[config.mk]
export PLATFORM = sky130hd
export DESIGN_NAME = ppes_ctrl
export DESIGN_NICKNAME = d
export VERILOG_FILES = /design/src/rtl/ppes_pkg.sv /design/src/rtl/ppes_ctrl.sv
export SDC_FILE = /design/constraint.sdc
export NUM_CORES = 1
export LEC_CHECK = 0
export ABC_AREA = 1
export CAP_MARGIN = 15
export CORE_AREA = 2 2 39 41
export DETAILED_ROUTE_END_ITERATION = 10
export DIE_AREA = 0 0 41 43
export DONT_BUFFER_PORTS = 1
export GPL_ROUTABILITY_DRIVEN = 0
export GPL_TIMING_DRIVEN = 0
export PLACE_DENSITY_LB_ADDON = 0.12
export SYNTH_ARGS = -nofsm -noshare
export SYNTH_HDL_FRONTEND = slang
export SYNTH_SLANG_ARGS = --single-unit
[constraint.sdc]
create_clock -name clk -period 1.3 [get_ports clk]
set_input_delay 0.13 -clock clk [delete_from_list [all_inputs] [get_ports clk]]
set_output_delay 0.13 -clock clk [all_outputs]
set_load 0.005 [all_outputs]
[src/rtl/ppes_pkg.sv]
package ppes_pkg;

	localparam int TABLE_ENTRIES = 64;
	localparam int IDX_W = (TABLE_ENTRIES > 1) ? $clog2(TABLE_ENTRIES) : 1;
	localparam int FILL_W = $clog2(TABLE_ENTRIES + 1);

	localparam int PID_W = 32;
	localparam int COUNT_W = 64;
	localparam int WEIGHT_W = 8;
	localparam int THR_W = 32;
	localparam int CMD_W = 2;
	localparam int CFG_IDX_W = 2;
	localparam int CFG_DATA_W = 32;
	localparam int CTR_WORD_W = 3 * COUNT_W;

	localparam int CYCLE_DIVISOR = 1000;
	localparam int REM_W = $clog2(CYCLE_DIVISOR);
	// divide by 1000 in 16-bit digits, two steps per digit
	localparam int DIV_DIGIT_W = 16;
	localparam int DIV_STEPS = 2 * (COUNT_W / DIV_DIGIT_W);
	localparam int DIV_CNT_W = $clog2(DIV_STEPS);
	localparam int TRIAL_W = REM_W + DIV_DIGIT_W;
	// 2^36/1000 rounded up gives the exact quotient for any trial below 1000*2^16
	localparam int DIV_SHIFT = TRIAL_W + REM_W;
	localparam int RECIP_W = TRIAL_W + 1;
	localparam logic [RECIP_W-1:0] DIV_RECIP = 27'd68719477;
	localparam int DPROD_W = TRIAL_W + RECIP_W;

	localparam logic [CMD_W-1:0] EV_CYCLE = 2'd0;
	localparam logic [CMD_W-1:0] EV_MISS = 2'd1;
	localparam logic [CMD_W-1:0] EV_MISPREDICT = 2'd2;
	localparam logic [CMD_W-1:0] EV_IGNORE = 2'd3;

	localparam logic [CFG_IDX_W-1:0] CFG_MISS_WEIGHT = 2'd0;
	localparam logic [CFG_IDX_W-1:0] CFG_MISPREDICT_WEIGHT = 2'd1;
	localparam logic [CFG_IDX_W-1:0] CFG_SLOW_THRESHOLD = 2'd2;

	localparam logic [WEIGHT_W-1:0] MISS_WEIGHT_RST = 8'd7;
	localparam logic [WEIGHT_W-1:0] MISPREDICT_WEIGHT_RST = 8'd71;
	localparam logic [THR_W-1:0] SLOW_THRESHOLD_RST = 32'd10000;

	typedef enum logic [3:0] {
		S_IDLE,
		S_CHECK,
		S_READ,
		S_CMP,
		S_MISS,
		S_UPDATE,
		S_DIV,
		S_MUL,
		S_ADD1,
		S_ADD2,
		S_EMIT
	} state_t;

	typedef enum logic [1:0] {
		RES_ZERO,
		RES_FULL,
		RES_SCORE
	} res_sel_t;

	typedef struct packed {
		logic     load;
		logic     scan_next;
		logic     take_hit;
		logic     take_new;
		logic     bump;
		logic     div_start;
		logic     div_step;
		logic     mul;
		logic     add1;
		logic     add2;
		logic     emit;
		res_sel_t res_sel;
	} ctl_t;

	typedef struct packed {
		logic nop;
		logic empty;
		logic hit;
		logic last;
		logic full;
		logic score_ok;
		logic div_last;
	} status_t;

endpackage

[src/rtl/ppes_ctrl.sv]
module ppes_ctrl (
	input  logic              clk,
	input  logic              arst_n,
	input  logic              start,
	output logic              busy,
	output ppes_pkg::ctl_t    ctl,
	input  ppes_pkg::status_t st
);

	ppes_pkg::state_t state_q, state_nx;

	always_ff @(posedge clk or negedge arst_n) begin
		if (!arst_n) begin
			state_q <= ppes_pkg::S_IDLE;
		end else begin
			state_q <= state_nx;
		end
	end

	always_comb begin
		state_nx = state_q;
		ctl = '0;
		busy = 1'b1;
		unique case (state_q)
			ppes_pkg::S_IDLE: begin
				busy = 1'b0;
				if (start) begin
					ctl.load = 1'b1;
					state_nx = ppes_pkg::S_CHECK;
				end
			end
			ppes_pkg::S_CHECK: begin
				if (st.nop) begin
					ctl.emit = 1'b1;
					ctl.res_sel = ppes_pkg::RES_ZERO;
					state_nx = ppes_pkg::S_IDLE;
				end else if (st.empty) begin
					state_nx = ppes_pkg::S_MISS;
				end else begin
					state_nx = ppes_pkg::S_READ;
				end
			end
			ppes_pkg::S_READ: begin
				state_nx = ppes_pkg::S_CMP;
			end
			ppes_pkg::S_CMP: begin
				if (st.hit) begin
					ctl.take_hit = 1'b1;
					state_nx = ppes_pkg::S_UPDATE;
				end else if (st.last) begin
					state_nx = ppes_pkg::S_MISS;
				end else begin
					ctl.scan_next = 1'b1;
					state_nx = ppes_pkg::S_READ;
				end
			end
			ppes_pkg::S_MISS: begin
				if (st.full) begin
					ctl.emit = 1'b1;
					ctl.res_sel = ppes_pkg::RES_FULL;
					state_nx = ppes_pkg::S_IDLE;
				end else begin
					ctl.take_new = 1'b1;
					state_nx = ppes_pkg::S_UPDATE;
				end
			end
			ppes_pkg::S_UPDATE: begin
				ctl.bump = 1'b1;
				if (st.score_ok) begin
					ctl.div_start = 1'b1;
					state_nx = ppes_pkg::S_DIV;
				end else begin
					ctl.emit = 1'b1;
					ctl.res_sel = ppes_pkg::RES_ZERO;
					state_nx = ppes_pkg::S_IDLE;
				end
			end
			ppes_pkg::S_DIV: begin
				ctl.div_step = 1'b1;
				if (st.div_last) begin
					state_nx = ppes_pkg::S_MUL;
				end
			end
			ppes_pkg::S_MUL: begin
				ctl.mul = 1'b1;
				state_nx = ppes_pkg::S_ADD1;
			end
			ppes_pkg::S_ADD1: begin
				ctl.add1 = 1'b1;
				state_nx = ppes_pkg::S_ADD2;
			end
			ppes_pkg::S_ADD2: begin
				ctl.add2 = 1'b1;
				state_nx = ppes_pkg::S_EMIT;
			end
			ppes_pkg::S_EMIT: begin
				ctl.emit = 1'b1;
				ctl.res_sel = ppes_pkg::RES_SCORE;
				state_nx = ppes_pkg::S_IDLE;
			end
			default: begin
				state_nx = ppes_pkg::S_IDLE;
			end
		endcase
	end

endmodule

==> metrics <==
status finished with violations; failing checks negative setup slack; clock period minus final worst setup slack 1.301 ns; final worst slack -0.001087 ns; share of post-route cells with drive strength above 1 27.06%; post-DP HPWL 825.3 um; area share of fa/ha/maj cells after synthesis 0%; initial antenna violation count 0; FILL cells 173; Final Hold Viols 0; H-tree depth 1; setup violators final 1; chip height 43 um; Hold WS 0.06974 ns; CP required 1.17 ns; Synth Area in XOR/XNOR 0%; register area share after synthesis 23.81%; chip width 41 um; Hold Path Origin st[1]; kind of critical path flip-flop to output pin; vias 456; max reg flops 4; Fmax 768.6 MHz; Clock Path Buffers 2; PD cells 1884 nW/um2; CP startpoint state_q[3]; fin nets 97; DRC viols 0; Worst Path Arrival 1.17 ns; Tcrit/Tclk final 100.1%; worst-path maximum fanout 5; total grt overflow 0; CP startpoint kind flip-flop; Area Growth Syn to Fin 23.21%; Leak 0.3411 nW; post-DR vias/cell 4.515; Worst Tran Pin Value 0.1820 ns; Synth Net Count 89; Max Slew Vio Count 0; internal power 0.4812 mW; Unique masters post-synth 14; DR WL/cell 9.941 um; max cap viols 0; largest net degree at the start of global routing 7; combinational power share 54.7%; Cell Count, Final, Fillers Out 101; Top Registers state_q x4; largest register by flop count state_q; placed cells 95; Synth Area in Compound Gates 1.190%; mux cell area share after synthesis 0%; TritonCTS clock tree yes; Gate Count Post-Synth 79; CTS Sinks 4; Rel. slew slack 87.87%; element type at the critical path end output pin; # IOs 24; row count 14; violation count after the first detailed-routing iteration 6; P_sw 0.4948 mW; Hold Path Class primary input to flip-flop; yosys warns 0; clock skew 0.00009973 ns; total CTS buffers 3; Root Driver clkbuf_4; starting density of the core 30.38%; port buffer count 0; clock share of power 16.2%; Post-DRT Antenna Nets 0; RR Startpoint state_q[3]; first drt pass iteration count 3; core footprint 1384 um2; Reg power frac 29.1%; main combinational cell family by area after synthesis simple AND/OR/NAND/NOR gates; ant diodes 0; Switching Fraction 50.69%; RSZ-0062 raised after global routing yes; wirelength, routed 1004 um; gr usage total 13.71%; syn avg cell area 5.322 um2; first-pass GRT wire length 1600 um; peak supply drop 659.7 uV; Die ar. 1763 um2; Post-Synth Simple-Gate Area 55.36%; most frequent cells in the layout nand2_1 (22), inv_1 (18), nor2_1 (9); Mapped Area 420.4 um2; #FFs+latches synth 4; most common cell after layout, fill and taps aside nand2_1; number of global-route vias before repair 398; insertion delay to the later sink of the worst-skew pair 0.24 ns; clock slew at reported path FFs 0.04 ns
## cells by family (layout without fill, tap and decap cells)
family | after synthesis | count (layout)
flops | 4 | 4
buf+inv | 22 | 28
simple gates | 52 | 52
compound gates | 1 | 1
## synthesized netlist by cell type
library cell	instances	area (um2)
nand2_1	22	82.58
inv_1	20	75.07
nor2_1	13	48.80
nand3_1	8	40.04
dfrtp_1	4	100.1
inv_2	2	7.510
nand2_2	2	12.51
nor2_2	2	12.51
nand3b_1	1	7.510
nand4_1	1	6.260
nor2_4	1	11.26
nor3_1	1	5.000
o21ai_0	1	5.000
or2_2	1	6.260
## repair_timing
item	in CTS	in global routing
resized for setup	7	6
hold endpoints to repair	4	0
setup buffers	1	1
hold buffers	1	0
setup endpoints to repair	7	8
pin swaps	1	4
## layer usage
metal | track usage [%] | wire, um | share of wire, % | vias up
met2 | 18.75 | 462 | 46 | 19
met4 | 10.00 | 16 | 1.6 | 0
met3 | 3.665 | 61 | 6.1 | 3
met1 | 17.59 | 464 | 46 | 191
li1 | - | - | - | 243
met5 | 0 | 0 | 0 | -
## power by group through the flow
stage,clock network [mW],registers [mW],logic (mW)
finish,0.158,0.284,0.534
global route,0.170,0.299,0.618
global placement,0,0.248,0.477
CTS,0.159,0.267,0.510
floorplan,0,0.227,0.393
detailed placement,0,0.243,0.471
## metrics by stage
step / total power, mW / instance area, um2 / worst slack [ns] / setup TNS (ns) / utilization, %
2_1_floorplan: 0.6200 / 420.4 / 0.3049 / 0 / -
3_3_place_gp: 0.7250 / 440.4 / 0.1384 / 0 / 31.83
3_5_place_dp: 0.7143 / 440.4 / 0.1496 / 0 / 31.83
4_1_cts: 0.9363 / 494.2 / -0.005992 / -0.009887 / 35.71
5_1_grt: 1.086 / 518.0 / -0.06517 / -0.2924 / 37.43
6_report: 0.9760 / 518.0 / -0.001087 / -0.001087 / 37.43
## critical path: stages, from the launching register on
cell and delay [ns]:
dfrtp_2 0.43, inv_2 0.08, buf_4 0.14, nor2_2 0.09, nand2_1 0.08, nand4_1 0.12
## final cells by class
cell class	count	area (um2)	share of cell area, %
inverter	22	82.58	15.94
multi-input combinational	53	262.8	50.72
timing repair buffer	3	25.02	4.831
sequential	4	105.1	20.29
tap	16	20.02	3.865
clock buffer	3	22.52	4.348
## worst paths after layout
kind                              end  cells past startpoint  slack, ns
max                            ctl[2]                      5     -0.001
min                        state_q[1]                      2       0.07
max reg2reg                state_q[1]                      7       0.13
min reg2reg                state_q[3]                      2       0.66
max in group asynchronous  state_q[3]                      1       0.96
min in group asynchronous  state_q[2]                      1       0.16
(Power assumes the default switching activity.)
